<file path="src/hdl/recursive_mutex_lock_table_unit_macros.svh">
// ----------------------------------------------------------------------------
// Recursive mutex lock table: assertion macros
// Concurrent assertion wrappers. They compile to nothing when SYNTHESIS is set.
// ----------------------------------------------------------------------------
`ifndef RECURSIVE_MUTEX_LOCK_TABLE_UNIT_MACROS_SVH
`define RECURSIVE_MUTEX_LOCK_TABLE_UNIT_MACROS_SVH

`ifndef SYNTHESIS
// The property must hold at every rising edge outside reset.
`define RMLT_ASSERT_CLK(label, clk, rst_n, prop, msg) \
    label: assert property (@(posedge clk) disable iff (!rst_n) (prop)) else $error(msg);
// The condition must never be true at a rising edge outside reset.
`define RMLT_ASSERT_NEVER(label, clk, rst_n, cond, msg) \
    label: assert property (@(posedge clk) disable iff (!rst_n) !(cond)) else $error(msg);
`else
`define RMLT_ASSERT_CLK(label, clk, rst_n, prop, msg)
`define RMLT_ASSERT_NEVER(label, clk, rst_n, cond, msg)
`endif

`endif

</file>
<file path="src/hdl/rmlt_pkg.sv">
// ----------------------------------------------------------------------------
// Recursive mutex lock table: package
// Request and response beats, mutex word layout and the codes used by the table.
// ----------------------------------------------------------------------------
`default_nettype none

package rmlt_pkg;

    localparam int MUTEX_COUNT_DEF = 64;
    localparam int INDEX_W         = 6;
    localparam int TID_W           = 16;
    localparam int CNT_W           = 11;
    localparam int WORD_W          = 32;

    typedef enum logic [1:0] {
        MODE_INIT    = 2'd0,
        MODE_LOCK    = 2'd1,
        MODE_TRYLOCK = 2'd2,
        MODE_UNLOCK  = 2'd3
    } t_mode;

    typedef enum logic [2:0] {
        STATUS_OK        = 3'd0,
        STATUS_MUST_WAIT = 3'd1,
        STATUS_BUSY      = 3'd2,
        STATUS_DEADLOCK  = 3'd3,
        STATUS_COUNT_FULL = 3'd4,
        STATUS_NOT_OWNER = 3'd5,
        STATUS_INVALID   = 3'd6
    } t_status;

    // Mutex kinds, as requested by init and as stored in a word.
    localparam logic [1:0] KIND_NORMAL    = 2'd0;
    localparam logic [1:0] KIND_RECURSIVE = 2'd1;
    localparam logic [1:0] KIND_ERRCHECK  = 2'd2;
    localparam logic [1:0] KIND_REJECTED  = 2'd3;

    // Lock state field of a word.
    localparam logic [1:0] LK_UNLOCKED = 2'd0;
    localparam logic [1:0] LK_LOCKED   = 2'd1;
    localparam logic [1:0] LK_WAITERS  = 2'd2;

    typedef struct packed {
        logic [TID_W-1:0] owner;
        logic [1:0]       kind;
        logic             shared;
        logic [CNT_W-1:0] count;
        logic [1:0]       lock_st;
    } t_mutex_word;

    typedef struct packed {
        t_mode              mode;
        logic [INDEX_W-1:0] mutex_index;
        logic [TID_W-1:0]   thread_id;
        logic [1:0]         mutex_kind;
        logic               retry;
    } t_lock_req;

    typedef struct packed {
        t_status status;
        logic    wake_one;
    } t_lock_rsp;

endpackage

`default_nettype wire

</file>
<file path="src/hdl/rmlt_ram.sv">
// ----------------------------------------------------------------------------
// Recursive mutex lock table: generic RAM
// One write port, one read port with registered read data (old data on a
// same-address collision).
// ----------------------------------------------------------------------------
`default_nettype none

module rmlt_ram #(
    parameter  int WIDTH = 32,
    parameter  int DEPTH = 64,
    localparam int AW    = (DEPTH > 1) ? $clog2(DEPTH) : 1
) (
    input  wire logic             i_clk,
    input  wire logic             i_we,
    input  wire logic [AW-1:0]    i_waddr,
    input  wire logic [WIDTH-1:0] i_wdata,
    input  wire logic             i_re,
    input  wire logic [AW-1:0]    i_raddr,
    output logic      [WIDTH-1:0] o_rdata
);

    logic [WIDTH-1:0] r_mem [DEPTH];

    always_ff @(posedge i_clk) begin
        if (i_we) begin
            r_mem[i_waddr] <= i_wdata;
        end
    end

    always_ff @(posedge i_clk) begin
        if (i_re) begin
            o_rdata <= r_mem[i_raddr];
        end
    end

endmodule

`default_nettype wire

</file>
<file path="src/hdl/recursive_mutex_lock_table_unit.sv">
// ----------------------------------------------------------------------------
// Recursive mutex lock table unit
// Table of mutex words with init, lock, trylock and unlock requests, each one
// read-modify-write of one word, answered by a status and a wake-one flag.
// ----------------------------------------------------------------------------
//
//  Channel   Direction  Handshake                    Beat
//  request   in         i_req_valid / o_req_ready    t_lock_req (mode, index, tid,
//                                                    kind, retry)
//  response  out        o_rsp_valid / i_rsp_ready    t_lock_rsp (status, wake_one)
//
// A request beat is taken into the update stage while its word is read out of
// the table RAM, whose read port is registered; the update stage then loads the
// response register. A new request can be taken in every cycle while responses
// are taken. After reset a clearing pass writes zero to every word, one word a
// cycle; no request is taken during that pass.
// A response that is not taken holds the word update stage, which in turn
// holds the request side.
`default_nettype none
`include "recursive_mutex_lock_table_unit_macros.svh"

module recursive_mutex_lock_table_unit
    import rmlt_pkg::*;
#(
    parameter int MUTEX_COUNT = MUTEX_COUNT_DEF
) (
    input  wire logic      i_clk,
    input  wire logic      i_rst_n,
    input  wire logic      i_req_valid,
    output logic           o_req_ready,
    input  wire t_lock_req i_req,
    output logic           o_rsp_valid,
    input  wire logic      i_rsp_ready,
    output t_lock_rsp      o_rsp
);

    localparam int AW = (MUTEX_COUNT > 1) ? $clog2(MUTEX_COUNT) : 1;

    // Clearing pass after reset.
    logic          r_clearing;
    logic [AW-1:0] r_clr_addr;

    // Update stage: the request whose word is being read out of the RAM.
    logic          r_req_valid;
    t_lock_req     r_req;
    logic [AW-1:0] r_req_addr;

    // Forwarding of a word written in the same cycle the next request read it.
    logic          r_fwd_hit;
    t_mutex_word   r_fwd_word;

    // Response register.
    logic          r_rsp_valid;
    t_lock_rsp     r_rsp;

    logic          req_fire;
    logic          advance;
    logic [AW-1:0] in_addr;
    logic [WORD_W-1:0] ram_rdata;
    logic          ram_we;
    logic [AW-1:0] ram_waddr;
    logic [WORD_W-1:0] ram_wdata;

    t_mutex_word   v;
    t_mutex_word   n_word;
    logic          word_we;
    logic          upd_we;
    t_lock_rsp     n_rsp;
    logic          in_range;
    logic          is_free;
    logic          owner_match;

    // The update stage moves on when the response register is empty or drained.
    assign advance     = !r_rsp_valid || i_rsp_ready;
    assign o_req_ready = !r_clearing && (!r_req_valid || advance);
    assign req_fire    = i_req_valid && o_req_ready;
    assign in_addr     = AW'(i_req.mutex_index);
    assign upd_we      = r_req_valid && advance && word_we;

    assign ram_we    = r_clearing || upd_we;
    assign ram_waddr = r_clearing ? r_clr_addr : r_req_addr;
    assign ram_wdata = r_clearing ? '0 : n_word;

    rmlt_ram #(
        .WIDTH (WORD_W),
        .DEPTH (MUTEX_COUNT)
    ) u_table (
        .i_clk   (i_clk),
        .i_we    (ram_we),
        .i_waddr (ram_waddr),
        .i_wdata (ram_wdata),
        .i_re    (req_fire),
        .i_raddr (in_addr),
        .o_rdata (ram_rdata)
    );

    always_ff @(posedge i_clk) begin
        if (!i_rst_n) begin
            r_clearing <= 1'b1;
            r_clr_addr <= '0;
        end else if (r_clearing) begin
            if (r_clr_addr == AW'(MUTEX_COUNT - 1)) begin
                r_clearing <= 1'b0;
            end
            r_clr_addr <= r_clr_addr + 1'b1;
        end
    end

    always_ff @(posedge i_clk) begin
        if (!i_rst_n) begin
            r_req_valid <= 1'b0;
            r_fwd_hit   <= 1'b0;
        end else if (req_fire) begin
            r_req_valid <= 1'b1;
            r_fwd_hit   <= upd_we && (r_req_addr == in_addr);
        end else if (advance) begin
            r_req_valid <= 1'b0;
            r_fwd_hit   <= 1'b0;
        end
    end

    always_ff @(posedge i_clk) begin
        if (req_fire) begin
            r_req      <= i_req;
            r_req_addr <= in_addr;
            r_fwd_word <= n_word;
        end
    end

    always_ff @(posedge i_clk) begin
        if (!i_rst_n) begin
            r_rsp_valid <= 1'b0;
        end else if (advance) begin
            r_rsp_valid <= r_req_valid;
        end
    end

    always_ff @(posedge i_clk) begin
        if (advance && r_req_valid) begin
            r_rsp <= n_rsp;
        end
    end

    assign o_rsp_valid = r_rsp_valid;
    assign o_rsp       = r_rsp;

    // Word update. The current word comes from the RAM unless the previous
    // request rewrote it in the very cycle this one was read.
    assign v           = r_fwd_hit ? r_fwd_word : t_mutex_word'(ram_rdata);
    assign in_range    = 32'(r_req.mutex_index) < MUTEX_COUNT;
    // Unlocked with no owner and no count: the word holds only kind and shared.
    assign is_free     = (v.owner == '0) && (v.count == '0) && (v.lock_st == LK_UNLOCKED);
    assign owner_match = (v.lock_st != LK_UNLOCKED) && (v.owner == r_req.thread_id);

    always_comb begin
        n_word        = v;
        word_we       = 1'b0;
        n_rsp.status  = STATUS_INVALID;
        n_rsp.wake_one = 1'b0;
        if (in_range) begin
            unique case (r_req.mode)
                MODE_INIT: begin
                    if (r_req.mutex_kind != KIND_REJECTED) begin
                        n_word       = '0;
                        n_word.kind  = r_req.mutex_kind;
                        word_we      = 1'b1;
                        n_rsp.status = STATUS_OK;
                    end
                end
                MODE_LOCK: begin
                    if (v.kind == KIND_NORMAL) begin
                        // A held normal lock, or any retry, leaves it marked
                        // as having waiters.
                        n_word         = '0;
                        n_word.shared  = v.shared;
                        n_word.lock_st = (!r_req.retry && is_free) ? LK_LOCKED : LK_WAITERS;
                        word_we        = 1'b1;
                        n_rsp.status   = is_free ? STATUS_OK : STATUS_MUST_WAIT;
                    end else if (v.kind == KIND_REJECTED || r_req.thread_id == '0) begin
                        n_rsp.status = STATUS_INVALID;
                    end else if (owner_match) begin
                        if (v.kind == KIND_ERRCHECK) begin
                            n_rsp.status = STATUS_DEADLOCK;
                        end else if (&v.count) begin
                            n_rsp.status = STATUS_COUNT_FULL;
                        end else begin
                            n_word.count = v.count + 1'b1;
                            word_we      = 1'b1;
                            n_rsp.status = STATUS_OK;
                        end
                    end else if (is_free) begin
                        n_word.owner   = r_req.thread_id;
                        n_word.lock_st = r_req.retry ? LK_WAITERS : LK_LOCKED;
                        word_we        = 1'b1;
                        n_rsp.status   = STATUS_OK;
                    end else begin
                        if (v.lock_st == LK_LOCKED) begin
                            n_word.lock_st = LK_WAITERS;
                            word_we        = 1'b1;
                        end
                        n_rsp.status = STATUS_MUST_WAIT;
                    end
                end
                MODE_TRYLOCK: begin
                    if (v.kind == KIND_REJECTED) begin
                        n_rsp.status = STATUS_INVALID;
                    end else if (v.kind != KIND_NORMAL && owner_match) begin
                        if (v.kind == KIND_ERRCHECK) begin
                            n_rsp.status = STATUS_DEADLOCK;
                        end else if (&v.count) begin
                            n_rsp.status = STATUS_COUNT_FULL;
                        end else begin
                            n_word.count = v.count + 1'b1;
                            word_we      = 1'b1;
                            n_rsp.status = STATUS_OK;
                        end
                    end else if (v.kind != KIND_NORMAL && r_req.thread_id == '0) begin
                        n_rsp.status = STATUS_INVALID;
                    end else if (!is_free) begin
                        n_rsp.status = STATUS_BUSY;
                    end else begin
                        // Normal mutexes record no owner.
                        n_word.owner   = (v.kind == KIND_NORMAL) ? '0 : r_req.thread_id;
                        n_word.lock_st = LK_LOCKED;
                        word_we        = 1'b1;
                        n_rsp.status   = STATUS_OK;
                    end
                end
                MODE_UNLOCK: begin
                    if (v.kind == KIND_NORMAL) begin
                        n_word         = '0;
                        n_word.shared  = v.shared;
                        word_we        = 1'b1;
                        n_rsp.status   = STATUS_OK;
                        // Only a plain locked word without waiters wakes nobody.
                        n_rsp.wake_one = !((v.owner == '0) && (v.count == '0)
                                           && (v.lock_st == LK_LOCKED));
                    end else if (v.kind == KIND_REJECTED) begin
                        n_rsp.status = STATUS_INVALID;
                    end else if (v.owner != r_req.thread_id) begin
                        n_rsp.status = STATUS_NOT_OWNER;
                    end else if (v.count != '0) begin
                        n_word.count = v.count - 1'b1;
                        word_we      = 1'b1;
                        n_rsp.status = STATUS_OK;
                    end else begin
                        n_word         = '0;
                        n_word.kind    = v.kind;
                        n_word.shared  = v.shared;
                        word_we        = 1'b1;
                        n_rsp.status   = STATUS_OK;
                        n_rsp.wake_one = (v.lock_st == LK_WAITERS);
                    end
                end
                default: begin
                    n_rsp.status = STATUS_INVALID;
                end
            endcase
        end
    end

    // No request enters while the table is being cleared.
    `RMLT_ASSERT_NEVER(a_no_req_while_clearing, i_clk, i_rst_n, r_clearing && (r_req_valid || o_req_ready), "request taken during clearing pass")
    // Forwarding is only ever armed for a request in the update stage.
    `RMLT_ASSERT_NEVER(a_fwd_has_req, i_clk, i_rst_n, r_fwd_hit && !r_req_valid, "forwarded word without a request")
    // A wake-one is only given with a successful unlock.
    `RMLT_ASSERT_NEVER(a_wake_only_ok, i_clk, i_rst_n, o_rsp_valid && o_rsp.wake_one && (o_rsp.status != STATUS_OK), "wake_one with a failing status")
    // A stalled update stage keeps its request.
    `RMLT_ASSERT_CLK(a_stall_holds_req, i_clk, i_rst_n, (r_req_valid && !advance) |=> (r_req_valid && $stable(r_req)), "update stage lost its request on a stall")

endmodule

`default_nettype wire

</file>
<file path="config.mk">
export PLATFORM = sky130hd
export DESIGN_NAME = recursive_mutex_lock_table_unit
export DESIGN_NICKNAME = d
export VERILOG_FILES = /design/src/hdl/rmlt_pkg.sv /design/src/hdl/rmlt_ram.sv /design/src/hdl/recursive_mutex_lock_table_unit.sv
export VERILOG_INCLUDE_DIRS = /design/src /design/src/hdl
export SDC_FILE = /design/constraint.sdc
export NUM_CORES = 2
export LEC_CHECK = 0
export ABC_AREA = 0
export BUFFER_PORTS_ARGS = -buffer_cell sky130_fd_sc_hd__buf_2
export CAP_MARGIN = 20
export CELL_PAD_IN_SITES_DETAIL_PLACEMENT = 2
export CELL_PAD_IN_SITES_GLOBAL_PLACEMENT = 2
export CORE_MARGIN = 2
export CORE_UTILIZATION = 39
export DETAILED_ROUTE_END_ITERATION = 16
export GPL_TIMING_DRIVEN = 0
export PLACE_DENSITY_LB_ADDON = 0.25
export SETUP_SLACK_MARGIN = 0.1
export SKIP_CTS_REPAIR_TIMING = 1
export SYNTH_ARGS = -nofsm -noshare
export SYNTH_HDL_FRONTEND = slang
export SYNTH_SLANG_ARGS = --single-unit
</file>
<file path="constraint.sdc">
create_clock -name i_clk -period 10.3 [get_ports i_clk]
set_clock_uncertainty 0.1 [all_clocks]
set_input_delay 1.03 -clock i_clk [delete_from_list [all_inputs] [get_ports i_clk]]
set_output_delay 1.03 -clock i_clk [all_outputs]
set_load 0.01 [all_outputs]
</file>
Word level (Yosys, flattened, before mapping). Memory sizes are Yosys's and may differ from the RTL's. A register that Yosys moved wholly into a read port is not among the register bits. Cells that the tools add are included.

Multiplexer cells: 79. Add/sub/neg operators: 3. Equality and inequality tests: 12. Reductions and logical operators: 32.

Operator list (number): $mux 32 (6); $mux 16 (9); $pmux 16 s4 (1); $mux 11 (5); $pmux 13 s4 (1); $mux 13 (3); $mux 3 (12); $logic_not 16->1 (2); $mux 1 (26); $mux 2 (10); $mux 19 (1); $eq 16x16->1 (1); $ne 16x16->1 (1); $logic_and 1x1->1 (12); $pmux 3 s4 (1); $add 11x1->11 const B (1); $logic_not 11->1 (1); $reduce_and 11->1 (1); $reduce_bool 11->1 (1); $sub 11x1->11 const B (1); $eq 2x2->1 const B (5); $pmux 3 s3 (1); $add 6x1->6 const B (1); $eq 6x6->1 (1); other kinds (10) (22).

Memory bits (writable): 2048. Word-level logic and storage cells: 144. Register bits after elaboration: 73. Memories: 1. Input port bits: 31.

Memories: u_table.r_mem (words 64, bits a word 32, rd ports 1, clocked after memory_dff 1, wr ports 1, RTL line rmlt_ram.sv:22) `logic [WIDTH-1:0] r_mem [DEPTH];`.

Depth between registers and ports, before layout.
Depth after elaboration: 13. Mapped depth: 17. Mapped depth without buffers: 11.

Modules after synthesis. A second synthesis with hierarchy kept.

Cell total of the unflattened synthesis: 4069. Area total of the unflattened synthesis: 84639.9 um^2.

Modules (own cells, without submodules): rmlt_ram (area an instance 79359.9 um^2, sequential area each 62459.9 um^2, instances 1, cells each 3511); recursive_mutex_lock_table_unit (area an instance 5280.1 um^2, sequential area each 2092.0 um^2, instances 1, cells each 558).

Worst setup path before layout. No wires, ideal clock.

Path type: register -> register. From: register r_fwd_hit. To: memory u_table.r_mem[0][0] (data pin). Cell stages (with the launch flop): 13. Slack: 3977 ps. Setup time: 721 ps. Arrival time: 5503 ps. Path buffers: 6. Period minus slack after synthesis: 6323 ps. Path through: dfxtp_1 > buf_2 > buf_6 > buf_6 > buf_6 > buf_2 > buf_2 > mux2i_1 > ha_1 > o2111ai_1 > a2111oi_2 > a41oi_1 > a211oi_1.

Word-level cells in the longest chain between the ends: 10. Elaborated cells between the ends (all ways): 36. Classes of those cells: 4 x eq/ne; 18 x mux; 14 x reduce/logical.

RTL lines: start: declaration (RTL line recursive_mutex_lock_table_unit.sv:49) `logic r_fwd_hit;`; start signal: assignment (RTL line recursive_mutex_lock_table_unit.sv:115) `r_fwd_hit <= upd_we && (r_req_addr == in_addr);`; $mux 32 * (RTL line recursive_mutex_lock_table_unit.sv:149) `assign v = r_fwd_hit ? r_fwd_word : t_mutex_word'(ram_rdata);`; $logic_not 16->1 / $logic_not 11->1 (equally long branches) (RTL line recursive_mutex_lock_table_unit.sv:152) `assign is_free = (v.owner == '0) && (v.count == '0) && (v.lock_st == LK_UNLOCKED);`; $logic_and 1x1->1 (2 in a row) (RTL line recursive_mutex_lock_table_unit.sv:152); $mux 2 (on tied branches) (RTL line recursive_mutex_lock_table_unit.sv:219, recursive_mutex_lock_table_unit.sv:191); $mux 2 (on tied branches) (RTL line recursive_mutex_lock_table_unit.sv:217, recursive_mutex_lock_table_unit.sv:181); $mux 2 / $mux 13 (equally long branches) (RTL line recursive_mutex_lock_table_unit.sv:207, recursive_mutex_lock_table_unit.sv:179); $mux 13 (on tied branches) (RTL line recursive_mutex_lock_table_unit.sv:205, recursive_mutex_lock_table_unit.sv:171); $pmux 13 s4 * (RTL line recursive_mutex_lock_table_unit.sv:161) `unique case (r_req.mode)`; $mux 32 * (RTL line recursive_mutex_lock_table_unit.sv:82) `assign ram_wdata = r_clearing ? '0 : n_word;`; named net ram_wdata[0] (RTL line recursive_mutex_lock_table_unit.sv:62) `logic [WORD_W-1:0] ram_wdata;`; end: declaration (RTL line rmlt_ram.sv:22).

The timed path passes the listed nets; every way through them passes the cells marked *.

Final worst setup path.
From: register r_fwd_hit. To: memory u_table.r_mem[32][14] (enable).

Word-level cells in the longest chain between the ends: 13. Elaborated cells between the ends (all ways): 38. Classes of those cells: 5 x eq/ne; 18 x mux; 15 x reduce/logical.

RTL lines: $mux 32 * (RTL line recursive_mutex_lock_table_unit.sv:149); $logic_not 16->1 / $logic_not 11->1 (equally long branches) (RTL line recursive_mutex_lock_table_unit.sv:152); $logic_and 1x1->1 (2 in a row) (RTL line recursive_mutex_lock_table_unit.sv:152); $mux 1 (on tied branches) (RTL line recursive_mutex_lock_table_unit.sv:219, recursive_mutex_lock_table_unit.sv:191); $mux 1 (on tied branches) (RTL line recursive_mutex_lock_table_unit.sv:217, recursive_mutex_lock_table_unit.sv:181); $mux 1 (on tied branches) (RTL line recursive_mutex_lock_table_unit.sv:207, recursive_mutex_lock_table_unit.sv:179); $mux 1 (on tied branches) (RTL line recursive_mutex_lock_table_unit.sv:205, recursive_mutex_lock_table_unit.sv:171); $pmux 1 s4 * (RTL line recursive_mutex_lock_table_unit.sv:161); $logic_and 1x1->1 * (RTL line recursive_mutex_lock_table_unit.sv:78) `assign upd_we = r_req_valid && advance && word_we;`; $logic_or 1x1->1 * (RTL line recursive_mutex_lock_table_unit.sv:80) `assign ram_we = r_clearing || upd_we;`; $mux 1 * (RTL line rmlt_ram.sv:25) `if (i_we) begin`; $mux 1 (implied by the code) * (RTL line rmlt_ram.sv:26) `r_mem[i_waddr] <= i_wdata;`.

Mark *: on every way between the ends. The rest lies on a longest branch, timed or not.

==> results.yml <==
status:
  status: "completed"
die:
  core_sq_um: 207000
  dieArea_sq_um: 212000
  ios: 37
  start_util_pct: 39.3
  fp.dieH_um: 461
  row_count: 167
  die_w_um: 461
yosys:
  synth_enable_flop_cells: 2077
  synth_top_area_share_pct: 76.6
  synth_area_sq_um: 81400
  yosysMostFrequentCell: "edfxtp_1"
  ys.flop_type: "edfxtp_1"
  synthCells: 3496
  async_reset_ff_share_pct: 0
  ys_seq_area_share_pct: 76.9
  syn_nets: 3530
  yosys_warnings: 0
  synth_top_cell_by_area: "edfxtp_1"
  synth_cell_type_count: 65
  synth_top_cells_by_count: "edfxtp_1 (2,077), mux4_2 (651), clkbuf_1 (128)"
  ys_ff_latch: 2087
  synthTopCellsByArea: "edfxtp_1 (77%), mux4_2 (18%), clkbuf_1 (0.59%)"
  syn-mean-instance-area_sq_um: 23.3
sta:
  hold_viol_final: 0
  max_clock_freq_mhz: 128
  fin_crit_ns: 7.78
  rsz0062_at_grt: "no"
  tightest_slew_ns: 1.19
  timing.final.crit_share_pct: 75.6
  setup_viol: 0
  slew_headroom_pct: 20.2
  final_max_slew_viol_count: 0
critical_path:
  slowest_delay_ns: 0.92
  critPathTopFamily: "compound AO/OA/AOI/OAI gates"
  cp_max_fo: 17
  worstPathArrival_ns: 8.24
  crit_buf_inv: 8
  path_depth: 17
  cp-start-kind: "register"
  ff2ff_path_depth: 17
  regToRegSetupSlack_ns: 2.52
  cp.required_ns: 10.75
  crit_type: "reg -> reg"
  end_kind: "register"
  path_cells: "buf_2 -> buf_6 -> buf_6 -> buf_6 -> buf_2 -> buf_2 -> mux2i_1 -> ha_1 -> o2111ai_1 -> a2111oi_2 -> nand2_1 -> o32a_1 -> a21oi_2 -> a31oi_2 -> buf_8 -> nor2_4 -> buf_16"
  slowest_stage: "a2111oi_2"
route:
  drtPass1Iterations: 5
  wirelength_mm: 266
  drt-initial-drc-count: 4671
  post_drt_wl_per_cell_um: 38.6
  ant_nets: 0
  viasPerCell: 5.92
  drc_errors: 0
  vias: 40749
placed_design:
  port_buffers: 36
  dp_hpwl_mm: 184
  place.gp.congestion: 0.889
  place_area_sq_um: 88700
power_and_ir_drop:
  power.share.clock_pct: 43.1
  pwr-share-seq_pct: 52.5
  power_switching_mw: 3.78
  total_power_mw: 17.6
  p_leak_nw: 29.9
  p_int_mw: 13.8
  sw_frac_of_total_pct: 21.4
  power_density_nw_per_um2: 184
  p_comb_share_pct: 4.3
  ir_worst_vdd_mv: 0.165
grt:
  grt_pass1_wl_mm: 369
  antenna_found_initial: 13
  overflow: 0
  grt_max_degree: 67
  grt_pass1_vias: 43831
  grt_use_total_pct: 25.3
job:
  maxCapViolCount: 0
finish:
  final_area_sq_um: 95800
  area_growth_pct: 17.7
  final_nets: 3950
  layout-drive-gt1-share_pct: 31.3
  fillCellCount: 18414
clock_tree:
  clock_latency_ns: 0.87
  clk_path_buf_depth: 3
  numClockSinks: 2087
  cts_root_buf: "clkbuf_16"
  path_clk_slew_ns: 0.06
  numCtsBuffers: 216
  cts_max_level: 4
  cts_tree: "yes"
worst_hold_path:
  min_path_cells: 1
  hold_class: "in -> reg"
[cells by family (layout without fill, tap and decap cells)]
family	after synthesis	after routing	share of synthesized area [%]
flip-flops	2087	2087	76.9
multiplexers	687	687	18.5
AND/OR/NAND/NOR	342	342	2.05
buffers and inverters	191	784	0.927
AO/OA/AOI/OAI	158	158	1.32
XOR/XNOR	28	28	0.301
adder cells (fa/ha/maj)	3	3	0.0461
other	0	6	0
[placed cells by master (no fill, tap or decap), drive strengths merged, types with 4 or more instances in the layout]
master,count
edfxtp,2077
mux4,651
clkbuf,398
buf,254
nor2,113
clkinv,88
nand2,70
o21ai,38
nand3,34
mux2i,30
a21oi,30
nor2b,26
xnor2,25
nor4,21
nor3,21
inv,21
a31oi,19
bufinv,17
nand4,12
nand2b,11
dfxtp,10
nand3b,7
and2,7
o32ai,7
diode,6
o32a,6
mux2,6
clkinvlp,6
a211oi,6
and3,5
a21o,5
o22ai,5
a32o,4
o21a,4
or3,4
a2111oi,4
o31ai,4
a21boi,4
[area by class of cell]
| class | count | area, sq um | share of cell area (%) |
|---|---|---|---|
| plain buffers | 180 | 722 | 0.754 |
| clock buffers | 270 | 5650 | 5.90 |
| well taps | 2788 | 3490 | 3.64 |
| repair buffers | 202 | 3350 | 3.49 |
| inverters | 11 | 43.8 | 0.0457 |
| diodes | 6 | 15.0 | 0.0157 |
| clock inverters | 121 | 1050 | 1.09 |
| multi-input cells | 1218 | 18900 | 19.7 |
| flip-flops and latches | 2087 | 62600 | 65.3 |
[worst register-to-register path, stage by stage, from the launching register on]
cell and delay, ns:
dfxtp_1 0.30, buf_2 0.20, buf_6 0.22, buf_6 0.21, buf_6 0.21, buf_2 0.32
buf_2 0.39, mux2i_1 0.55, ha_1 0.34, o2111ai_1 0.36, a2111oi_2 0.92, nand2_1 0.41
o32a_1 0.28, a21oi_2 0.74, a31oi_2 0.58, buf_8 0.33, nor2_4 0.73, buf_16 0.26
[stage by stage]
stage | setup slack (ns) | setup TNS (ns) | util, % | instances | hold WS, ns
final | 2.52 | 0 | 46.2 | 6883 | 0.247
after global routing | 2.36 | 0 | 46.2 | 6878 | 0.226
after CTS | 2.67 | 0 | 46.0 | 6856 | 0.193
after detailed placement | 2.72 | 0 | 42.8 | 6465 | 0.406
after global placement | -1.85 | -324.85 | 41.0 | 6320 | 0.379
after floorplan | 3.98 | 0 | - | 3496 | 0.363
[registers in the layout (all words and copies together) (netlist names)]
register         cells
u_table.o_rdata     31
r_fwd_hit            1
o_rsp_valid          1
r_req_addr           6
u_table.r_mem     1984
o_rsp                4
r_clearing           1
r_clr_addr           6
r_req               21
r_req_valid          1
r_fwd_word          31
[worst paths after layout]
check | startpoint | endpoint
max | r_fwd_hit$_SDFFE_PN0P_ | u_table.r_mem[32][14]$_DFFE_PP_
min | i_req[2] | r_req[2]$_DFFE_PP_
max reg2reg | r_fwd_hit$_SDFFE_PN0P_ | u_table.r_mem[32][14]$_DFFE_PP_
min reg2reg | r_req_valid$_SDFFE_PN0P_ | r_req_valid$_SDFFE_PN0P_
[metal layers]
layer,GRT usage [%],part of all wire [%]
met4,9.12,3.8
met1,33.1,39
met5,0,0.010
met3,5.23,7.3
met2,41.9,50
[power groups by stage]
stage               logic, mW  registers [mW]  clock network [mW]
finish                  0.766            9.26                7.60
global placement        0.698            9.44                   0
CTS                     0.759            9.26                7.73
global route            0.792            9.26                7.99
floorplan               0.404            9.44                   0
detailed placement      0.754            9.44                   0
Power figures use the tool's default switching activity.
